--- src/rtl/vld_pkg.sv ---
// shared types, constants and the permutation table for the voice leading distance block
// no dependencies; every other file in rtl/ refers to this package by scoped names
package vld_pkg;

  localparam int unsigned MAX_NOTES  = 4;
  localparam int unsigned NOTE_W     = 7;
  localparam int unsigned CNT_W      = 3;
  localparam int unsigned DIST_W     = 9;
  localparam int unsigned IDX_W      = 2;
  localparam int unsigned NUM_LANES  = 24;
  localparam int unsigned GROUP_SIZE = 6;
  localparam int unsigned NUM_GROUPS = NUM_LANES / GROUP_SIZE;

  // marks a lane whose pairing leaves the valid notes
  localparam logic [DIST_W-1:0] COST_NONE = '1;

  typedef logic [NOTE_W-1:0]                           note_t;
  typedef logic [MAX_NOTES-1:0][NOTE_W-1:0]            note_vec_t;
  typedef logic [MAX_NOTES-1:0][MAX_NOTES-1:0][NOTE_W-1:0] diff_mat_t;
  typedef logic [MAX_NOTES-1:0][IDX_W-1:0]             perm_t;
  typedef logic [DIST_W-1:0]                           dist_t;

  typedef struct packed {
    logic [CNT_W-1:0] n;         // smaller count
    logic [CNT_W-1:0] cl;        // larger count
    logic             a_longer;  // chord a holds the extra notes
    logic             empty;     // either chord has no notes
  } pair_info_t;

  // k-th permutation of 0..3 in lexicographic order (factorial number system)
  function automatic perm_t perm_of(input int unsigned k);
    perm_t           p;
    logic [3:0]      used;
    int unsigned     r;
    int unsigned     f;
    int unsigned     idx;
    int unsigned     cnt;
    logic            found;
    int unsigned     sel;
    r    = k;
    used = '0;
    p    = '0;
    for (int i = 0; i < 4; i++) begin
      f     = (i == 0) ? 6 : ((i == 1) ? 2 : 1);
      idx   = 0;
      cnt   = 0;
      found = 1'b0;
      sel   = 0;
      for (int t = 0; t < 3; t++) begin
        if (r >= f) begin
          r   = r - f;
          idx = idx + 1;
        end
      end
      for (int j = 0; j < 4; j++) begin
        if (!used[j]) begin
          if (cnt == idx && !found) begin
            sel   = j;
            found = 1'b1;
          end
          cnt = cnt + 1;
        end
      end
      p[i]      = IDX_W'(sel);
      used[sel] = 1'b1;
    end
    return p;
  endfunction

endpackage

--- src/rtl/voice_leading_distance.sv ---
// top level of the minimal voice leading distance block: four register stages, 24 permutation
// lanes, one item per cycle unless stalled; depends on vld_pkg, vld_diff, vld_lane, vld_merge.
//
// Each transaction on the input channel carries two chords of up to four MIDI notes and a note
// count per chord (counts above four act as four). The block returns one distance per
// transaction: zero if either chord is empty, otherwise the least total semitone movement over
// all one-to-one pairings of the first n notes (n = smaller count), plus, for every extra note
// of the larger chord, its distance to the nearest note of the smaller chord. A new transaction
// can be taken every cycle while the output is not stalled; the result passes through the four
// register stages of the pipeline: difference matrix, permutation lanes, first minimum level,
// final minimum and sum. Each stage moves on when it is empty or the stage after it moves, so
// the input keeps accepting while a result waits at the output as long as a stage is free.
module voice_leading_distance (
  input  logic                             clk,
  input  logic                             rst,
  input  logic                             in_valid,
  output logic                             in_ready,
  input  logic [vld_pkg::CNT_W-1:0]        count_a,
  input  logic [vld_pkg::CNT_W-1:0]        count_b,
  input  logic [vld_pkg::NOTE_W-1:0]       note_a0,
  input  logic [vld_pkg::NOTE_W-1:0]       note_a1,
  input  logic [vld_pkg::NOTE_W-1:0]       note_a2,
  input  logic [vld_pkg::NOTE_W-1:0]       note_a3,
  input  logic [vld_pkg::NOTE_W-1:0]       note_b0,
  input  logic [vld_pkg::NOTE_W-1:0]       note_b1,
  input  logic [vld_pkg::NOTE_W-1:0]       note_b2,
  input  logic [vld_pkg::NOTE_W-1:0]       note_b3,
  output logic                             out_valid,
  input  logic                             out_ready,
  output logic [vld_pkg::DIST_W-1:0]       distance
);

  // stage valid flags
  logic v1, v2, v3, v4;
  // stage advance enables, chained back from the output
  logic en1, en2, en3, en4;

  vld_pkg::note_vec_t  notes_a, notes_b;
  vld_pkg::diff_mat_t  diff;
  vld_pkg::pair_info_t info;
  vld_pkg::dist_t      lane_cost [vld_pkg::NUM_LANES];

  assign en4 = !v4 || out_ready;
  assign en3 = !v3 || en4;
  assign en2 = !v2 || en3;
  assign en1 = !v1 || en2;

  assign in_ready  = en1;
  assign out_valid = v4;

  assign notes_a = {note_a3, note_a2, note_a1, note_a0};
  assign notes_b = {note_b3, note_b2, note_b1, note_b0};

  always_ff @(posedge clk) begin
    if (rst) begin
      v1 <= 1'b0;
      v2 <= 1'b0;
      v3 <= 1'b0;
      v4 <= 1'b0;
    end else begin
      if (en1) v1 <= in_valid;
      if (en2) v2 <= v1;
      if (en3) v3 <= v2;
      if (en4) v4 <= v3;
    end
  end

  // stage 1: clamp counts, all 16 note differences
  vld_diff u_diff (
    .clk     (clk),
    .en      (en1),
    .count_a (count_a),
    .count_b (count_b),
    .notes_a (notes_a),
    .notes_b (notes_b),
    .diff    (diff),
    .info    (info)
  );

  // stage 2: one lane per pairing of four voices; lanes that reach past n report no cost
  for (genvar l = 0; l < vld_pkg::NUM_LANES; l++) begin : g_lane
    vld_lane #(
      .LANE (l)
    ) u_lane (
      .clk  (clk),
      .en   (en2),
      .diff (diff),
      .info (info),
      .cost (lane_cost[l])
    );
  end

  // stages 2 to 4: extra notes, minimum over lanes, final total
  vld_merge u_merge (
    .clk       (clk),
    .en2       (en2),
    .en3       (en3),
    .en4       (en4),
    .diff      (diff),
    .info      (info),
    .lane_cost (lane_cost),
    .distance  (distance)
  );

endmodule

--- src/rtl/vld_diff.sv ---
// input stage: clamps the counts and registers every note-to-note absolute difference
// depends on vld_pkg
module vld_diff (
  input  logic                         clk,
  input  logic                         en,
  input  logic [vld_pkg::CNT_W-1:0]    count_a,
  input  logic [vld_pkg::CNT_W-1:0]    count_b,
  input  vld_pkg::note_vec_t           notes_a,
  input  vld_pkg::note_vec_t           notes_b,
  output vld_pkg::diff_mat_t           diff,
  output vld_pkg::pair_info_t          info
);

  localparam logic [vld_pkg::CNT_W-1:0] CNT_MAX = vld_pkg::CNT_W'(vld_pkg::MAX_NOTES);

  vld_pkg::diff_mat_t  diff_next;
  vld_pkg::pair_info_t info_next;
  logic [vld_pkg::CNT_W-1:0] ca, cb;

  always_comb begin
    ca = (count_a > CNT_MAX) ? CNT_MAX : count_a;
    cb = (count_b > CNT_MAX) ? CNT_MAX : count_b;
    info_next.n        = (ca < cb) ? ca : cb;
    info_next.cl       = (ca < cb) ? cb : ca;
    info_next.a_longer = (ca > cb);
    info_next.empty    = (ca == '0) || (cb == '0);
    for (int i = 0; i < vld_pkg::MAX_NOTES; i++) begin
      for (int j = 0; j < vld_pkg::MAX_NOTES; j++) begin
        diff_next[i][j] = (notes_a[i] > notes_b[j]) ? (notes_a[i] - notes_b[j])
                                                    : (notes_b[j] - notes_a[i]);
      end
    end
  end

  always_ff @(posedge clk) begin
    if (en) begin
      diff <= diff_next;
      info <= info_next;
    end
  end

endmodule

--- src/rtl/vld_lane.sv ---
// one lane: total movement of a single fixed pairing of chord a notes to chord b notes
// depends on vld_pkg (permutation table, types)
module vld_lane #(
  parameter int unsigned LANE = 0
) (
  input  logic                 clk,
  input  logic                 en,
  input  vld_pkg::diff_mat_t   diff,
  input  vld_pkg::pair_info_t  info,
  output vld_pkg::dist_t       cost
);

  localparam vld_pkg::perm_t PERM = vld_pkg::perm_of(LANE);

  vld_pkg::dist_t cost_next;
  vld_pkg::dist_t sum;
  logic           ok;

  always_comb begin
    sum = '0;
    ok  = 1'b1;
    for (int i = 0; i < vld_pkg::MAX_NOTES; i++) begin
      if (vld_pkg::CNT_W'(i) < info.n) begin
        // pairing must stay inside the first n notes of chord b
        if ({1'b0, PERM[i]} >= info.n) ok = 1'b0;
        sum = sum + vld_pkg::DIST_W'(diff[i][PERM[i]]);
      end
    end
    cost_next = ok ? sum : vld_pkg::COST_NONE;
  end

  always_ff @(posedge clk) begin
    if (en) cost <= cost_next;
  end

endmodule

--- src/rtl/vld_merge.sv ---
// merge stages: nearest-note cost of the extra notes, grouped minimum over lanes, final sum
// depends on vld_pkg
module vld_merge (
  input  logic                 clk,
  input  logic                 en2,
  input  logic                 en3,
  input  logic                 en4,
  input  vld_pkg::diff_mat_t   diff,
  input  vld_pkg::pair_info_t  info,
  input  vld_pkg::dist_t       lane_cost [vld_pkg::NUM_LANES],
  output vld_pkg::dist_t       distance
);

  vld_pkg::dist_t extra2, extra2_next;
  logic           empty2, empty3;
  vld_pkg::dist_t extra3;
  vld_pkg::dist_t grp_min [vld_pkg::NUM_GROUPS];
  vld_pkg::dist_t grp_min_next [vld_pkg::NUM_GROUPS];
  vld_pkg::dist_t distance_next;

  // extra notes of the longer chord, each to its nearest note of the shorter one
  always_comb begin
    logic [vld_pkg::NOTE_W-1:0] m;
    logic [vld_pkg::NOTE_W-1:0] dv;
    extra2_next = '0;
    for (int i = 0; i < vld_pkg::MAX_NOTES; i++) begin
      m = '1;
      for (int j = 0; j < vld_pkg::MAX_NOTES; j++) begin
        dv = info.a_longer ? diff[i][j] : diff[j][i];
        if (vld_pkg::CNT_W'(j) < info.n && dv < m) m = dv;
      end
      if (vld_pkg::CNT_W'(i) >= info.n && vld_pkg::CNT_W'(i) < info.cl)
        extra2_next = extra2_next + vld_pkg::DIST_W'(m);
    end
  end

  always_ff @(posedge clk) begin
    if (en2) begin
      extra2 <= extra2_next;
      empty2 <= info.empty;
    end
  end

  // first level of the minimum tree
  always_comb begin
    for (int g = 0; g < vld_pkg::NUM_GROUPS; g++) begin
      grp_min_next[g] = lane_cost[g*vld_pkg::GROUP_SIZE];
      for (int k = 1; k < vld_pkg::GROUP_SIZE; k++) begin
        if (lane_cost[g*vld_pkg::GROUP_SIZE + k] < grp_min_next[g])
          grp_min_next[g] = lane_cost[g*vld_pkg::GROUP_SIZE + k];
      end
    end
  end

  always_ff @(posedge clk) begin
    if (en3) begin
      grp_min <= grp_min_next;
      extra3  <= extra2;
      empty3  <= empty2;
    end
  end

  always_comb begin
    vld_pkg::dist_t best;
    best = grp_min[0];
    for (int g = 1; g < vld_pkg::NUM_GROUPS; g++) begin
      if (grp_min[g] < best) best = grp_min[g];
    end
    distance_next = empty3 ? '0 : vld_pkg::DIST_W'(best + extra3);
  end

  always_ff @(posedge clk) begin
    if (en4) distance <= distance_next;
  end

endmodule

--- config.mk ---
export PLATFORM = sky130hd
export DESIGN_NAME = voice_leading_distance
export DESIGN_NICKNAME = d
export VERILOG_FILES = /design/src/rtl/vld_pkg.sv /design/src/rtl/voice_leading_distance.sv /design/src/rtl/vld_diff.sv /design/src/rtl/vld_lane.sv /design/src/rtl/vld_merge.sv
export SDC_FILE = /design/constraint.sdc
export NUM_CORES = 2
export LEC_CHECK = 0
export BUFFER_PORTS_ARGS = -buffer_cell sky130_fd_sc_hd__clkbuf_2
export CAP_MARGIN = 15
export CORE_ASPECT_RATIO = 1.25
export CORE_MARGIN = 2
export CORE_UTILIZATION = 60
export DETAILED_ROUTE_END_ITERATION = 16
export PLACE_DENSITY = 0.8
export SLEW_MARGIN = 40
export SYNTH_ARGS = -nofsm -noshare
export SYNTH_HDL_FRONTEND = slang
export SYNTH_SLANG_ARGS = --single-unit
--- constraint.sdc ---
create_clock -name clk -period 10.1 [get_ports clk]
set_clock_uncertainty 0.05 [all_clocks]
set_input_delay 1.515 -clock clk [delete_from_list [all_inputs] [get_ports clk]]
set_output_delay 1.515 -clock clk [all_outputs]
set_load 0.02 [all_outputs]
==> run summary <==
Largest delay share family, worst path = compound AO/OA/AOI/OAI gates
Pins Over Slew Limit = 0
Die Width = 268 um
Post-Syn Area = 52,300 um^2
Top cell by count, worst path = ha_1
GRT overflow = 0
Fraction of registers with async set/reset = 0
DR pass1 iterations = 8
Fillers = 7,043
Setup crit start kind = flop
Commonest non-fill, non-tap cell in the layout = ha_1
Final ANT Viol Nets = 0
Final Hold Violating Endpoints = 0
Synth top area cells = edfxtp_1 (23%), ha_1 (21%), a21oi_1 (5.9%)
Max Fclk = 0.104 GHz
Setup violators final = 0
Mapped Nets = 6,854
Tcrit/Tclk final = 0.951
Status = complete, no violations
IO Port Bufs = 76
DR DRC count = 0
Pin slew with the least headroom to its limit = 0.899 ns
Most frequent cells in the layout = ha_1 (894), a21oi_1 (611), inv_1 (563)
Avg Cell Area, Syn = 9.02 um^2
CP bufs+invs = 3
FF+latch count, synth = 405
Synth warn = 0
Global-route wire length before repair = 255 mm
Num CTS Buffers = 46
Average wire per standard cell = 24.3 um
Post-layout nets = 6,960
DP Area = 54,500 um^2
Hold Buf Count CTS = 0
Critical path peak fanout = 6
HP Start = u_merge.extra2[2]
R2r setup slk = 0.49 ns
Area grow syn2layout = 7.91%
CP max stage cell = edfxtp_1
Relative slew slack = 0.397
Initial DRC count = 4,180
Clk slew on worst S/H paths = 0.06 ns
Fin area = 56,400 um^2
Worst r2r src = u_diff.info[1]
WP data required = 10.42 ns
Core ar. = 86,700 um^2
Hold Crit Class = reg2reg
Clk sink count = 405
CTS max path bufs = 3
Max stage delay on crit path = 0.50 ns
Hpwl dp = 135 mm
Total number of vias = 45.3k
Yosys cell types = 73
WL final = 172 mm
Via density = 6.37
CTS tree = yes
Initial antenna violation count = 5
Min-Delay Path Depth = 0
Share of layout cells above drive strength 1 = 0.0830
Post-Synthesis Cells = 5,798
R2R depth = 39
Worst-skew pair later-pin latency = 0.64 ns
Hold Path End = u_merge.extra3[2]
CP endpoint kind = flop
I/O pins = 77
Post-synth top area share = 0.230
Die Ht = 334 um
Critical path arrival = 9.92 ns
H-Tree Depth = 2
Final min period = 9.61 ns
GRT Total Usage = 0.380
Sequential-to-total area share from yosys stat = 0.232
Number of global-route vias before repair = 43.9k
Ys flop type = edfxtp_1
Root Buffer = clkbuf_16
Die ar. = 89,500 um^2
Setup CP Type = reg2reg
Largest net degree at the start of global routing = 151
Max_cap viols = 0
Starting Density = 0.603
Global placement routability congestion = 1.09
Cell type with the largest total area after synthesis = edfxtp_1
EDFF count, synth = 401
R2r endpoint = u_merge.extra2[7]
Row cnt = 121
==> registers in the layout (all words and copies together), names as in the netlist <==
signal              count
u_merge.distance        9
u_diff.info             8
out_valid               1
g_lane.u_lane.cost    216
v2                      1
u_merge.empty3          1
v1                      1
u_merge.extra3          9
u_merge.grp_min        36
u_merge.empty2          1
u_merge.extra2          9
v3                      1
u_diff.diff           112
==> stage by stage <==
stage	setup TNS (ns)	hold slack, ns	worst slack [ns]	cells	utilization
after detailed placement	0	0.356	0.269	7008	0.629
final	0	0.369	0.494	7112	0.650
after global routing	-0.159	0.377	-0.0469	7106	0.650
after global placement	0	0.351	0.418	7007	0.628
after CTS	0	0.370	0.266	7090	0.647
after floorplan	0	0.350	0.0212	5798	-
==> routing by layer <==
layer	up-vias	GRT usage	part of all wire
met4	2	0.342	0.11
li1	21300	-	-
met1	21200	0.440	0.37
met5	-	0	0.000046
met2	2065	0.593	0.43
met3	761	0.0759	0.092
==> worst max path at each step <==
| stage | slack [ns] | to | cells after the start | startpoint |
|---|---|---|---|---|
| floorplan | 0.02 | u_merge.extra2[8] | 51 | u_diff.info[1] |
| global placement | 0.42 | u_merge.extra2[8] | 43 | u_diff.info[1] |
| CTS | 0.27 | u_merge.extra2[8] | 43 | u_diff.info[1] |
| finish | 0.49 | u_merge.extra2[7] | 39 | u_diff.info[1] |
| detailed placement | 0.27 | u_merge.extra2[8] | 43 | u_diff.info[1] |
| global route | -0.05 | u_merge.extra2[7] | 39 | u_diff.info[1] |
==> final cells by class <==
class	instances	area [um^2]	share of cell area
Antenna cell	6	15.0	0.000266
Clock buffer	58	1260	0.0223
Clock inverter	24	292	0.00517
Inverter	565	2130	0.0377
Multi-Input combinational cell	4668	37700	0.668
Sequential cell	405	12100	0.215
Tap cell	1168	1460	0.0259
Timing Repair Buffer	218	1470	0.0261
==> synthesized netlist by cell type (92+ instances only) <==
master    count
mux2i_1     228
xor2_1      144
o21a_1       92
fa_1         96
edfxtp_1    401
clkbuf_1    123
a21o_1      307
nand2_1     224
xnor2_1     291
a21oi_1     619
o21ai_0     276
inv_1       565
o21bai_1    158
nor2b_1     118
ha_1        894
nor2_1      280
==> logic make-up (layout without fill, tap and decap cells) <==
kind of cell               after synthesis  after routing  share of synthesized area
AOI/OAI and AO/OA                     1875           1875                      0.230
and+or+nand+nor                       1055           1056                      0.101
adders and majority gates              991            991                      0.251
buffers and inverters                  726            865                     0.0525
xor gates and xnor gates               435            435                     0.0729
DFF                                    405            405                      0.232
muxes                                  311            311                     0.0616
other                                    0              6                          0
==> timing repair <==
action,4_1_cts,5_1_grt
hold endpoints to repair,0,0
setup buffers,0,15
setup endpoints to repair,0,39
gates resized for setup,0,44
Power is left out: the tool's default activity adds up to more than one toggle a clock period on the data nets, which glitch-free logic cannot reach.
